<file path="src/rtl/core/mexp_pkg.sv">
// Package for the modular exponentiation unit.
// Holds the controller state codes and the multiplier status struct.
`default_nettype none
package mexp_pkg;

    typedef enum logic [4:0] {
        S_IDLE = 5'b00001,
        S_BASE = 5'b00010,
        S_SQ   = 5'b00100,
        S_MUL  = 5'b01000,
        S_FIN  = 5'b10000
    } mexp_state_t;

    typedef struct packed {
        logic busy;
        logic done;
    } mexp_mul_stat_t;

endpackage
`default_nettype wire

</file>
<file path="src/rtl/core/modular_exponentiation_32_unit.sv">
// Modular exponentiation unit: result = message^exponent mod modulus.
// One item at a time, set by the single shared bit-serial multiplier.
// A zero modulus gives result 0 with bad_modulus set; the item goes straight to S_FIN.
// Reset is asynchronous and active low; both registers reset to zero.
// Uses mexp_pkg, mexp_mul and mexp_cell.
`default_nettype none
module modular_exponentiation_32_unit
    import mexp_pkg::*;
#(
    parameter int WORD_BITS = 32
) (
    input  wire logic                                  clk,
    input  wire logic                                  rst_n,
    input  wire logic                                  psel,
    input  wire logic                                  penable,
    input  wire logic                                  pwrite,
    input  wire logic [((WORD_BITS > 32) ? 4 : 3)-1:0] paddr,
    input  wire logic [((WORD_BITS > 32) ? 64 : 32)-1:0] pwdata,
    output logic [((WORD_BITS > 32) ? 64 : 32)-1:0]    prdata,
    output logic                                       pready,
    input  wire logic                                  in_valid,
    output logic                                       in_stall,
    input  wire logic [WORD_BITS-1:0]                  message,
    output logic                                       out_valid,
    input  wire logic                                  out_stall,
    output logic [WORD_BITS-1:0]                       result,
    output logic                                       bad_modulus
);

    localparam int W  = WORD_BITS;
    localparam int AW = (W > 32) ? 4 : 3;
    localparam int CW = $clog2(W);

    localparam logic REG_MODULUS  = 1'b0;
    localparam logic REG_EXPONENT = 1'b1;

    logic [W-1:0]   modulus_reg;
    logic [W-1:0]   exponent_reg;
    mexp_state_t    state_reg;
    mexp_state_t    state_next;
    logic [W-1:0]   base_reg;
    logic [W-1:0]   base_next;
    logic [W-1:0]   r_reg;
    logic [W-1:0]   r_next;
    logic           bad_reg;
    logic           bad_next;
    logic [CW-1:0]  ebit_reg;
    logic [CW-1:0]  ebit_next;
    logic [W-1:0]   res_reg;
    logic           res_bad_reg;
    logic           out_valid_reg;
    logic           out_valid_next;
    logic           load_out;
    logic           mstart;
    logic [W-1:0]   ma;
    logic [W-1:0]   mb;
    logic [W-1:0]   prod;
    logic [W-1:0]   one_w;
    logic [W-1:0]   r_init;
    logic           wr_en;
    logic           reg_idx;
    mexp_mul_stat_t mstat;

    assign one_w   = {{(W-1){1'b0}}, 1'b1};
    assign r_init  = (modulus_reg == one_w) ? '0 : one_w;
    assign wr_en   = psel & penable & pwrite;
    assign reg_idx = paddr[AW-1];

    always_ff @(posedge clk or negedge rst_n)
    begin
        if (!rst_n)
        begin
            modulus_reg  <= '0;
            exponent_reg <= '0;
        end
        else if (wr_en)
        begin
            case (reg_idx)
                REG_MODULUS:  modulus_reg  <= pwdata[W-1:0];
                REG_EXPONENT: exponent_reg <= pwdata[W-1:0];
                default:      ;
            endcase
        end
    end

    always_comb
    begin
        prdata = '0;
        case (reg_idx)
            REG_MODULUS:  prdata[W-1:0] = modulus_reg;
            REG_EXPONENT: prdata[W-1:0] = exponent_reg;
            default:      prdata = '0;
        endcase
    end

    assign pready = 1'b1;

    mexp_mul #(.W(W)) u_mul (
        .clk   (clk),
        .rst_n (rst_n),
        .start (mstart),
        .a     (ma),
        .b     (mb),
        .n     (modulus_reg),
        .prod  (prod),
        .stat  (mstat)
    );

    always_comb
    begin
        state_next     = state_reg;
        base_next      = base_reg;
        r_next         = r_reg;
        bad_next       = bad_reg;
        ebit_next      = ebit_reg;
        mstart         = 1'b0;
        ma             = prod;
        mb             = prod;
        load_out       = 1'b0;
        out_valid_next = out_valid_reg & out_stall;
        case (state_reg)
            S_IDLE:
            begin
                if (in_valid)
                begin
                    if (modulus_reg == '0)
                    begin
                        r_next     = '0;
                        bad_next   = 1'b1;
                        state_next = S_FIN;
                    end
                    else
                    begin
                        bad_next   = 1'b0;
                        mstart     = 1'b1;
                        ma         = one_w;
                        mb         = message;
                        state_next = S_BASE;
                    end
                end
            end
            S_BASE:
            begin
                if (mstat.done)
                begin
                    base_next  = prod;
                    r_next     = r_init;
                    ebit_next  = CW'(W-1);
                    mstart     = 1'b1;
                    ma         = r_init;
                    mb         = r_init;
                    state_next = S_SQ;
                end
            end
            S_SQ:
            begin
                if (mstat.done)
                begin
                    r_next = prod;
                    if (exponent_reg[ebit_reg])
                    begin
                        mstart     = 1'b1;
                        ma         = prod;
                        mb         = base_reg;
                        state_next = S_MUL;
                    end
                    else if (ebit_reg == '0)
                    begin
                        state_next = S_FIN;
                    end
                    else
                    begin
                        ebit_next = ebit_reg - 1'b1;
                        mstart    = 1'b1;
                    end
                end
            end
            S_MUL:
            begin
                if (mstat.done)
                begin
                    r_next = prod;
                    if (ebit_reg == '0)
                    begin
                        state_next = S_FIN;
                    end
                    else
                    begin
                        ebit_next  = ebit_reg - 1'b1;
                        mstart     = 1'b1;
                        state_next = S_SQ;
                    end
                end
            end
            S_FIN:
            begin
                if (!out_valid_reg || !out_stall)
                begin
                    load_out       = 1'b1;
                    out_valid_next = 1'b1;
                    state_next     = S_IDLE;
                end
            end
            default:
            begin
                state_next = S_IDLE;
            end
        endcase
    end

    always_ff @(posedge clk or negedge rst_n)
    begin
        if (!rst_n)
        begin
            state_reg     <= S_IDLE;
            out_valid_reg <= 1'b0;
            ebit_reg      <= '0;
        end
        else
        begin
            state_reg     <= state_next;
            out_valid_reg <= out_valid_next;
            ebit_reg      <= ebit_next;
        end
    end

    always_ff @(posedge clk)
    begin
        base_reg <= base_next;
        r_reg    <= r_next;
        bad_reg  <= bad_next;
        if (load_out)
        begin
            res_reg     <= r_reg;
            res_bad_reg <= bad_reg;
        end
    end

    assign in_stall    = (state_reg != S_IDLE);
    assign out_valid   = out_valid_reg;
    assign result      = res_reg;
    assign bad_modulus = res_bad_reg;

`ifndef SYNTHESIS
    a_zero_mod_fin: assert property (@(posedge clk) disable iff (!rst_n)
        (in_valid && !in_stall && modulus_reg == '0) |=> (state_reg == S_FIN))
        else $error("Zero modulus item did not go straight to output.");
    a_out_from_fin: assert property (@(posedge clk) disable iff (!rst_n)
        $rose(out_valid_reg) |-> $past(state_reg == S_FIN))
        else $error("Output raised outside the final state.");
    a_bad_zero: assert property (@(posedge clk) disable iff (!rst_n)
        (out_valid_reg && res_bad_reg) |-> (res_reg == '0))
        else $error("Bad modulus item carries a nonzero result.");
    a_start_idle_mul: assert property (@(posedge clk) disable iff (!rst_n)
        mstart |-> !mstat.busy)
        else $error("Multiplier started while busy.");
`endif

endmodule
`default_nettype wire

</file>
<file path="src/rtl/core/mexp_cell.sv">
// One cell of the multiplier operand chain: holds one bit of the operand.
// Loads in parallel and hands its bit to the next cell on every shift.
`default_nettype none
module mexp_cell (
    input  wire logic clk,
    input  wire logic load,
    input  wire logic load_bit,
    input  wire logic shift,
    input  wire logic prev_bit,
    output logic      bit_out
);

    logic bit_reg;
    logic bit_next;

    always_comb
    begin
        bit_next = bit_reg;
        if (load)
        begin
            bit_next = load_bit;
        end
        else if (shift)
        begin
            bit_next = prev_bit;
        end
    end

    always_ff @(posedge clk)
    begin
        bit_reg <= bit_next;
    end

    assign bit_out = bit_reg;

endmodule
`default_nettype wire

</file>
<file path="src/rtl/core/mexp_mul.sv">
// Bit-serial modular multiplier: doubles and adds one operand bit per cycle.
// The second operand shifts through a chain of mexp_cell; uses mexp_pkg.
`default_nettype none
module mexp_mul
    import mexp_pkg::*;
#(
    parameter int W = 32
) (
    input  wire logic           clk,
    input  wire logic           rst_n,
    input  wire logic           start,
    input  wire logic [W-1:0]   a,
    input  wire logic [W-1:0]   b,
    input  wire logic [W-1:0]   n,
    output logic [W-1:0]        prod,
    output mexp_mul_stat_t      stat
);

    localparam int CW = $clog2(W);

    logic [W-1:0]  acc_reg;
    logic [W-1:0]  acc_next;
    logic [W-1:0]  a_reg;
    logic [CW-1:0] cnt_reg;
    logic [CW-1:0] cnt_next;
    logic          busy_reg;
    logic          busy_next;
    logic          done_reg;
    logic          done_next;
    logic [W-1:0]  chain;
    logic [W-1:0]  dbl;

    function automatic logic [W-1:0] mod_add(input logic [W-1:0] x, input logic [W-1:0] y,
                                             input logic [W-1:0] m);
        logic [W:0] s;
        begin
            s = {1'b0, x} + {1'b0, y};
            if (s >= {1'b0, m})
            begin
                s = s - {1'b0, m};
            end
            mod_add = s[W-1:0];
        end
    endfunction

    for (genvar i = 0; i < W; i++)
    begin : g_cell
        mexp_cell u_cell (
            .clk      (clk),
            .load     (start),
            .load_bit (b[i]),
            .shift    (busy_reg),
            .prev_bit ((i == 0) ? 1'b0 : chain[(i == 0) ? 0 : i-1]),
            .bit_out  (chain[i])
        );
    end

    always_comb
    begin
        dbl       = mod_add(acc_reg, acc_reg, n);
        acc_next  = acc_reg;
        cnt_next  = cnt_reg;
        busy_next = busy_reg;
        done_next = 1'b0;
        if (start)
        begin
            acc_next  = '0;
            cnt_next  = '0;
            busy_next = 1'b1;
        end
        else if (busy_reg)
        begin
            acc_next = chain[W-1] ? mod_add(dbl, a_reg, n) : dbl;
            cnt_next = cnt_reg + 1'b1;
            if (cnt_reg == CW'(W-1))
            begin
                busy_next = 1'b0;
                done_next = 1'b1;
            end
        end
    end

    always_ff @(posedge clk or negedge rst_n)
    begin
        if (!rst_n)
        begin
            busy_reg <= 1'b0;
            done_reg <= 1'b0;
            cnt_reg  <= '0;
        end
        else
        begin
            busy_reg <= busy_next;
            done_reg <= done_next;
            cnt_reg  <= cnt_next;
        end
    end

    always_ff @(posedge clk)
    begin
        acc_reg <= acc_next;
        if (start)
        begin
            a_reg <= a;
        end
    end

    assign prod      = acc_reg;
    assign stat.busy = busy_reg;
    assign stat.done = done_reg;

endmodule
`default_nettype wire
</file>
<file path="config.mk">
export PLATFORM = sky130hd
export DESIGN_NAME = modular_exponentiation_32_unit
export DESIGN_NICKNAME = d
export VERILOG_FILES = /design/src/rtl/core/mexp_pkg.sv /design/src/rtl/core/modular_exponentiation_32_unit.sv /design/src/rtl/core/mexp_cell.sv /design/src/rtl/core/mexp_mul.sv
export SDC_FILE = /design/constraint.sdc
export NUM_CORES = 1
export LEC_CHECK = 0
export BUFFER_PORTS_ARGS = -buffer_cell sky130_fd_sc_hd__buf_2
export CAP_MARGIN = 20
export CORE_MARGIN = 8
export CORE_UTILIZATION = 38
export DETAILED_ROUTE_END_ITERATION = 10
export PLACE_DENSITY = 0.54
export RECOVER_POWER = 25
export SYNTH_ARGS = -nofsm -noshare
export SYNTH_HDL_FRONTEND = slang
export SYNTH_HIERARCHICAL = 1
export SYNTH_SLANG_ARGS = --single-unit
</file>
<file path="constraint.sdc">
create_clock -name clk -period 10.73 [get_ports clk]
set_clock_uncertainty 0.2 [all_clocks]
set_input_delay 0 -clock clk [delete_from_list [all_inputs] [get_ports clk]]
set_output_delay 0 -clock clk [all_outputs]
set_load 0.01 [all_outputs]
</file>
==> results.md <==
Routing:
- After detailed routing, the number of vias per cell comes to 5.55.
- Once detail routing completed, the nets flagged for antenna violations numbered 0.
- The remaining routing DRC violations is 0.
- The routed layout has ~14,000 vias.
- For this run, the detailed router's first-pass iteration total came to 5.
- The number of DRC markers in iteration 0 is approximately 1,000.
- Dividing the detail-routed wire length by the instance count gives approximately 21 µm.
- After detailed routing, the total wire length is ~54,000 µm.

Clocking:
- The number of buffers inserted for hold repair after clock tree synthesis is 68.
- The number of gates resized after CTS was 0.
- The post-CTS clock slew at the launch and capture registers of the worst setup and hold paths is 70 ps.
- At the later pin of the worst-skew pair, clock insertion delay measures 540 ps.
- The count of H-tree levels built during CTS is 2.
- Counting every sink on the clock net gives approximately 280.
- After clock tree synthesis, the setup repair step added 0 buffers.
- The longest clock path from root to sink contains 3 buffers.
- Clock tree synthesis inserted a total of 34 buffers.
- The cell chosen for the clock root is clkbuf_16.
- The TritonCTS clock tree is done.

GRT:
- The initial antenna violation count is 0.
- Global routing used 18.9% of the available tracks.
- The via count of the first global-routing pass is 14,300.
- The global-route wire length before repair is 83,700 µm.
- The pin count of the biggest net entering global routing is 112.
- The final global-route overflow total is 0.

STA:
- The transition time at the pin with the least slew margin is between 3000 and 4000 ps.
- The remaining max-slew budget at the tightest pin is -158%.
- The total setup violations reported at the end of the flow is 0.
- The final total negative setup slack is 0 ps.
- Setup repair after global routing left no endpoint under its margin.
- The max-slew violation count is 142.
- Subtracting the final worst setup slack from the clock period gives roughly 10000 ps.
- Of the available clock period, the critical path in the final layout requires between 90% and 100%.
- The highest clock rate is roughly 0.1 GHz.
- The count of final hold-check violations is 0.

Final layout:
- The net count of the finished layout is about 2,100.
- Summing all multi-input logic gate instances after layout gives 9970 µm².
- In the final layout, the share of cells above drive strength 1 is 23.1%.
- The register area is between 7000 and 8000 µm².
- From synthesis to final layout, the design area changed by 16.6%.
- The antenna diode instance count is 0.
- The layout has between 4,000 and 5,000 filler cells.

Placement:
- At the end of routability-driven placement, the weighted congestion stood at approximately 0.90.
- The number of buffer cells added on primary ports is about 140.
- The HPWL after detailed placement is 40,300 µm.

Floorplanning:
- For this design the top-level I/O count stands at approximately 140.
- The die span in y is 236 µm.
- The core footprint is roughly 48,000 µm².
- The x dimension of the die is roughly 240 µm.
- Once the floorplan was initialized, standard cells occupied roughly two fifths of the core.
- The die outline area is approximately 55,000 µm².
- The number of rows created at floorplan is 80.

Synthesis:
- Counting every net in the synthesized netlist gives just under 2,000.
- The Yosys warning count is 6.
- After technology mapping, the gate count stands at 1,767.
- In this run the cell area of the synthesized design comes to between 15,000 and 20,000 µm².
- Averaged over all synthesized cells, the footprint is between 10 and 15 µm².

Setup path:
- In this design, the critical path's most frequently occurring cell is a21oi_1.
- In this run the worst path has a maximum fanout of 31.
- The worst setup path is captured at a flop.
- Among cell families on the critical path, the largest total delay comes from compound AO/OA/AOI/OAI gates.
- The standard cell with the maximum stage delay on the critical path is a211oi_4.
- On the worst path, the slowest cell contributes a delay of approximately 800 ps.
- The critical path in this run is classified as reg -> reg.
- The number of buffers and inverters on the critical path is 2.
- The startpoint type of the worst setup path is a flop.
- The arrival time reported for the critical path endpoint is just over 10,000 ps.
- The required time of the critical path is approximately 11,000 ps.

Run status:
- The checks that failed: max-capacitance violations, max-slew violations.
- The run finished, with violations left.

Run:
- The number of max-capacitance violations reported is 3.

Hold path:
- The worst hold path belongs to the class in -> reg.
final timing paths:
check                                            from                      endpoint  cells past startpoint  slack [ps]
hold reg to reg                   r_reg[10]$_DFFE_PP_          result[10]$_DFFE_PP_                      0         220
min in group asynchronous                       rst_n  u_mul/cnt_reg[3]$_DFFE_PN0P_                      4         390
setup / recovery           modulus_reg[1]$_DFFE_PN0P_    u_mul/prod[4]$_SDFFE_PP0P_                     28         820
hold / removal                                penable   modulus_reg[30]$_DFFE_PN0P_                      4          40
max in group asynchronous                       rst_n  exponent_reg[26]$_DFFE_PN0P_                      5        5870
setup reg to reg           modulus_reg[1]$_DFFE_PN0P_    u_mul/prod[4]$_SDFFE_PP0P_                     28         820
metal layers:
| metal | GRT usage, % | up-vias | routed length (µm) | share of wire [%] |
|---|---|---|---|---|
| met4 | 3.94 | 0 | 982 | 1.8 |
| met2 | 29.2 | 444 | 23300 | 43 |
| met5 | 0 | - | 0 | 0 |
| li1 | - | 6940 | - | - |
| met1 | 27.5 | 6972 | 27000 | 50 |
| met3 | 3.20 | 59 | 2890 | 5.3 |
worst reg2reg max path: cells and delay by family (launching register included):
family / cells / cell delay [ps]
compound gates: 15 / 4860
flops: 1 / 430
simple gates: 5 / 1470
mux: 2 / 550
fa+ha+maj: 3 / 1240
xor+xnor: 1 / 480
buf+inv: 2 / 530
through the flow:
stage | area (µm²) | setup WS [ps] | hold WS (ps) | utilization [%] | std cells
CTS | 21400 | 938 | 2.53 | 44.9 | 2595
finish | 21400 | 820 | 38.7 | 44.8 | 2597
floorplan | 18300 | 2820 | -496 | - | 1767
detailed placement | 19600 | 1020 | -405 | 41.1 | 2467
global placement | 19600 | 1020 | -404 | 41.1 | 2467
global route | 21400 | 402 | 38.1 | 44.8 | 2597
cells in the final DEF, fill, tap and decap left out, types with 35 or more instances in the layout:
master         instances
edfxtp_1             162
nand2_1              134
inv_1                114
mux2_2               113
buf_2                103
ha_1                 100
a21oi_1               99
nor2_1                87
o21ai_0               82
dfrtp_1               81
dlygate4sd3_1         69
xnor2_1               51
a21o_1                46
and2_1                41
clkbuf_1              39
or2_2                 37
clkbuf_16             35
cell type report:
| type | instances | area share [%] |
|---|---|---|
| Clock inverter | 19 | 0.837 |
| Inverter | 115 | 2.02 |
| Tap cell | 615 | 3.60 |
| Sequential cell | 276 | 35.4 |
| Multi-Input combinational cell | 1300 | 46.6 |
| Clock buffer | 41 | 4.39 |
| Timing Repair Buffer | 231 | 7.13 |
Power is left out: the tool's default activity adds up to more than one toggle a clock period on the data nets, which glitch-free logic cannot reach.
